===== src/hdl/tppf_ram.sv =====
// Generic simple dual-port RAM: one write port, one read port with registered data.
module tppf_ram #(
  parameter int unsigned WIDTH = 8,
  parameter int unsigned DEPTH = 256
) (
  input  logic                     clk_i,
  input  logic                     we_i,
  input  logic [$clog2(DEPTH)-1:0] waddr_i,
  input  logic [WIDTH-1:0]         wdata_i,
  input  logic                     re_i,
  input  logic [$clog2(DEPTH)-1:0] raddr_i,
  output logic [WIDTH-1:0]         rdata_o
);

  logic [WIDTH-1:0] mem_q [DEPTH];
  logic [WIDTH-1:0] rdata_q;

  always_ff @(posedge clk_i) begin
    if (we_i) begin
      mem_q[waddr_i] <= wdata_i;
    end
    if (re_i) begin
      rdata_q <= mem_q[raddr_i];
    end
  end

  assign rdata_o = rdata_q;

endmodule


===== config.mk =====
export PLATFORM = sky130hd
export DESIGN_NAME = tppf_ram
export DESIGN_NICKNAME = d
export VERILOG_FILES = /design/src/hdl/tppf_ram.sv
export SDC_FILE = /design/constraint.sdc
export NUM_CORES = 2
export LEC_CHECK = 0
export BUFFER_PORTS_ARGS = -buffer_cell sky130_fd_sc_hd__buf_2
export CAP_MARGIN = 20
export CORE_ASPECT_RATIO = 1.75
export CORE_UTILIZATION = 45
export CTS_CLUSTER_DIAMETER = 60
export CTS_CLUSTER_SIZE = 16
export DETAILED_ROUTE_END_ITERATION = 6
export GPL_TIMING_DRIVEN = 0
export PLACE_DENSITY_LB_ADDON = 0.1
export REMOVE_ABC_BUFFERS = 1
export SLEW_MARGIN = 20
export SYNTH_ARGS = -nofsm -noshare
export SYNTH_HDL_FRONTEND = slang
export SYNTH_SLANG_ARGS = --single-unit

===== constraint.sdc =====
create_clock -name clk_i -period 3.4 [get_ports clk_i]
set_clock_uncertainty 0.1 [all_clocks]
set_input_delay 0.34 -clock clk_i [delete_from_list [all_inputs] [get_ports clk_i]]
set_output_delay 0.34 -clock clk_i [all_outputs]
set_load 0.05 [all_outputs]

==> impl_metrics.yaml <==
status:
  outcome: "completed"
power_and_ir_drop:
  p_total_mw: 47.2
  leakage_nw: 26.4
  p_switching_mw: 10.1
  seqPwrFrac: 0.592
  p_clk_frac: 0.350
  p_int_mw: 37.1
  powerDensity_mw_per_mm2: 539
  p_sw_frac: 0.214
  p_comb_frac: 0.058
  peakVddDrop_mv: 0.466
cts:
  insertion_delay_ns: 0.82
  cts.sinks: 2056
  root_buffer: "clkbuf_16"
  h-tree-depth: 4
  cts_tree: "built"
  cts-buffers-inserted: 154
  clkTransAtPathRegs_ns: 0.07
  max-clock-path-buffers: 4
  cts_setup_buffers: 0
detailed_routing:
  wl_um: 208000
  drt-wirelength-per-cell_um: 34.4
  drt.antenna.violating_nets: 0
  num_vias: 37100
  drtIter0Drc: 3358
  drc: 0
  viasPerCell: 6.13
  dr.pass1.iters: 5
cells_and_area:
  fin_nets: 3806
  layoutNonFillerInstCount: 6045
  syn_to_final_growth_pct: 9.97
  drive_above_1_share: 0.212
  fin_area_mm2: 0.0876
  final_common_cell: "edfxtp_1"
  mostFrequentLayoutCells: "edfxtp_1 (2056), mux4_2 (454), nor2_1 (276)"
timing:
  hold_violations: 0
  worst_hold_slack_ns: 0.152
  final.setup.tns_ns: 0
  fin_crit_ns: 3.29
  rsz0062_at_grt: "false"
  tightest_slew_ns: 1.11
  drv_slew: 0
  setup_violations: 0
  layout_worst_path_cycle_share: 0.969
  slew_headroom: 0.261
  max_freq_mhz: 304
place:
  place_congestion: 0.783
  io_buffers: 34
  hpwl_um: 132000
  dp_cells: 5858
  place_area_mm2: 0.0830
logic_synthesis:
  ys.warnings.count: 0
  synth_seq_area_share: 0.775
  synthArstFlopShare: 0
  synth_edf_count: 2056
  ys.flop_type: "edfxtp_1"
  postSynthCellCount: 3733
  synth_seq_cells: 2056
  synth_cell_types: 54
  syn_area_per_cell_um2: 21.3
  netlist_area_mm2: 0.0796
die:
  die_y_um: 559
  io_pins: 35
  num_rows: 203
  core_area_mm2: 0.175
  initial_utilization: 0.454
  die_x_um: 320
  dieArea_mm2: 0.179
worst_setup_path:
  crit_path_max_fanout: 77
  critPathKind: "in2reg"
  r2r-start: "mem_q[83][3]"
  reg2reg_slack_ns: 0.32
  endpoint: "rdata_o[4]"
  cp_data_required_time_ns: 3.83
  reg2reg_to: "rdata_o[3]"
  cp.arrival_ns: 3.72
  start_kind: "primary input"
  ff2ff_path_depth: 6
  cp-startpoint: "raddr_i[1]"
  endpoint_kind: "register"
global_route:
  grt_pass1_vias: 39100
  grtUsageTotal: 0.233
  grt_max_degree: 124
  antenna_found_initial: 10
  grt_remaining_overflow: 0
  grt_first_pass_wirelength_um: 293000
worst_hold_path:
  hp-start: "waddr_i[1]"
  hp-class: "in2reg"
run:
  cap_violations: 0
[worst max-delay path: stages]
cell and delay (ns):
buf_8 0.19, buf_16 0.36, buf_16 0.30, buf_16 0.31, mux4_2 0.44, mux4_2 0.54, nor2_1 0.14, a2111oi_1 0.08
nor3_1 0.63, nor4_2 0.15
[sequential cells by signal (all words and copies together), names as in the netlist]
| name | count |
|---|---|
| rdata_o | 8 |
| mem_q | 2048 |
[how the worst min path moves through the flow]
stage / cells past startpoint / to
2_1_floorplan: 0 / mem_q[0][0]
3_3_place_gp: 1 / rdata_o[3]
3_5_place_dp: 1 / rdata_o[7]
4_1_cts: 3 / mem_q[147][3]
5_1_grt: 3 / mem_q[195][3]
6_report: 3 / mem_q[147][4]
[per-layer routing]
metal  wire length (um)  vias to the layer above  GRT usage
met1              77100                    20200      0.278
met3               7920                      329     0.0243
met2             115000                      926      0.436
met4               7940                       14     0.0809
met5                 88                        -          0
li1                   -                    15600          -
[cells by family (layout without fill, tap and decap cells)]
logic type             after synthesis  in the layout  share of synthesized area
multiplexers                       591            591                      0.146
flip-flops                        2056           2056                      0.775
AND/OR/NAND/NOR                    466            466                     0.0263
buffers and inverters              235            291                     0.0183
AO/OA/AOI/OAI                      385            385                     0.0342
other                                0              1                          0
[cells in the mapped netlist (13+ instances only)]
cell	instances	area, um^2
a221oi_1	13	114
a22oi_1	133	998
buf_1	22	82.6
buf_8	13	195
mux4_2	454	10200
nor4_1	24	150
buf_4	27	203
mux2i_1	134	1340
nor2_1	282	1060
a21oi_1	96	480
nand2_1	33	124
buf_2	31	155
edfxtp_1	2056	61700
nand3_1	34	170
a211oi_1	16	120
o22ai_1	28	175
nor3_1	22	110
clkbuf_1	111	417
buf_6	21	236
o221ai_1	46	403
nor2b_1	31	194
[power by group through the flow]
stage                     registers (mW)  logic [mW]  clock network [mW]
after floorplan                     28.6       0.981                   0
after global placement              28.6        3.30                   0
after detailed placement            28.5        2.69                   0
after CTS                           27.9        2.79                16.8
after global routing                27.9        2.89                17.5
final                               27.9        2.76                16.5
[per-stage QoR]
stage / utilization / setup WS (ns)
2_1_floorplan: - / 0.467
3_3_place_gp: 0.463 / -19.37
3_5_place_dp: 0.473 / -2.21
4_1_cts: 0.499 / 0.0232
5_1_grt: 0.500 / 0.0588
6_report: 0.500 / 0.105
[timing repair]
item / CTS / global route
gates cloned: 7 / 3
pin swaps: 2 / 1
resized for setup: 35 / 4
hold buffers: 9 / 0
endpoints found under the setup margin: 8 / 6
endpoints found under the hold margin: 423 / 0
[layout make-up]
type,instances,area [um^2]
fill,14000,87700
clock inverter,5,33.8
timing repair buffer,123,2180
inverter,2,8.76
multi-input combinational,1442,16900
sequential,2056,61700
clock buffer,161,3940
tap,2255,2820
antenna,1,2.50
Note: power is estimated with default switching activity, not from simulation.
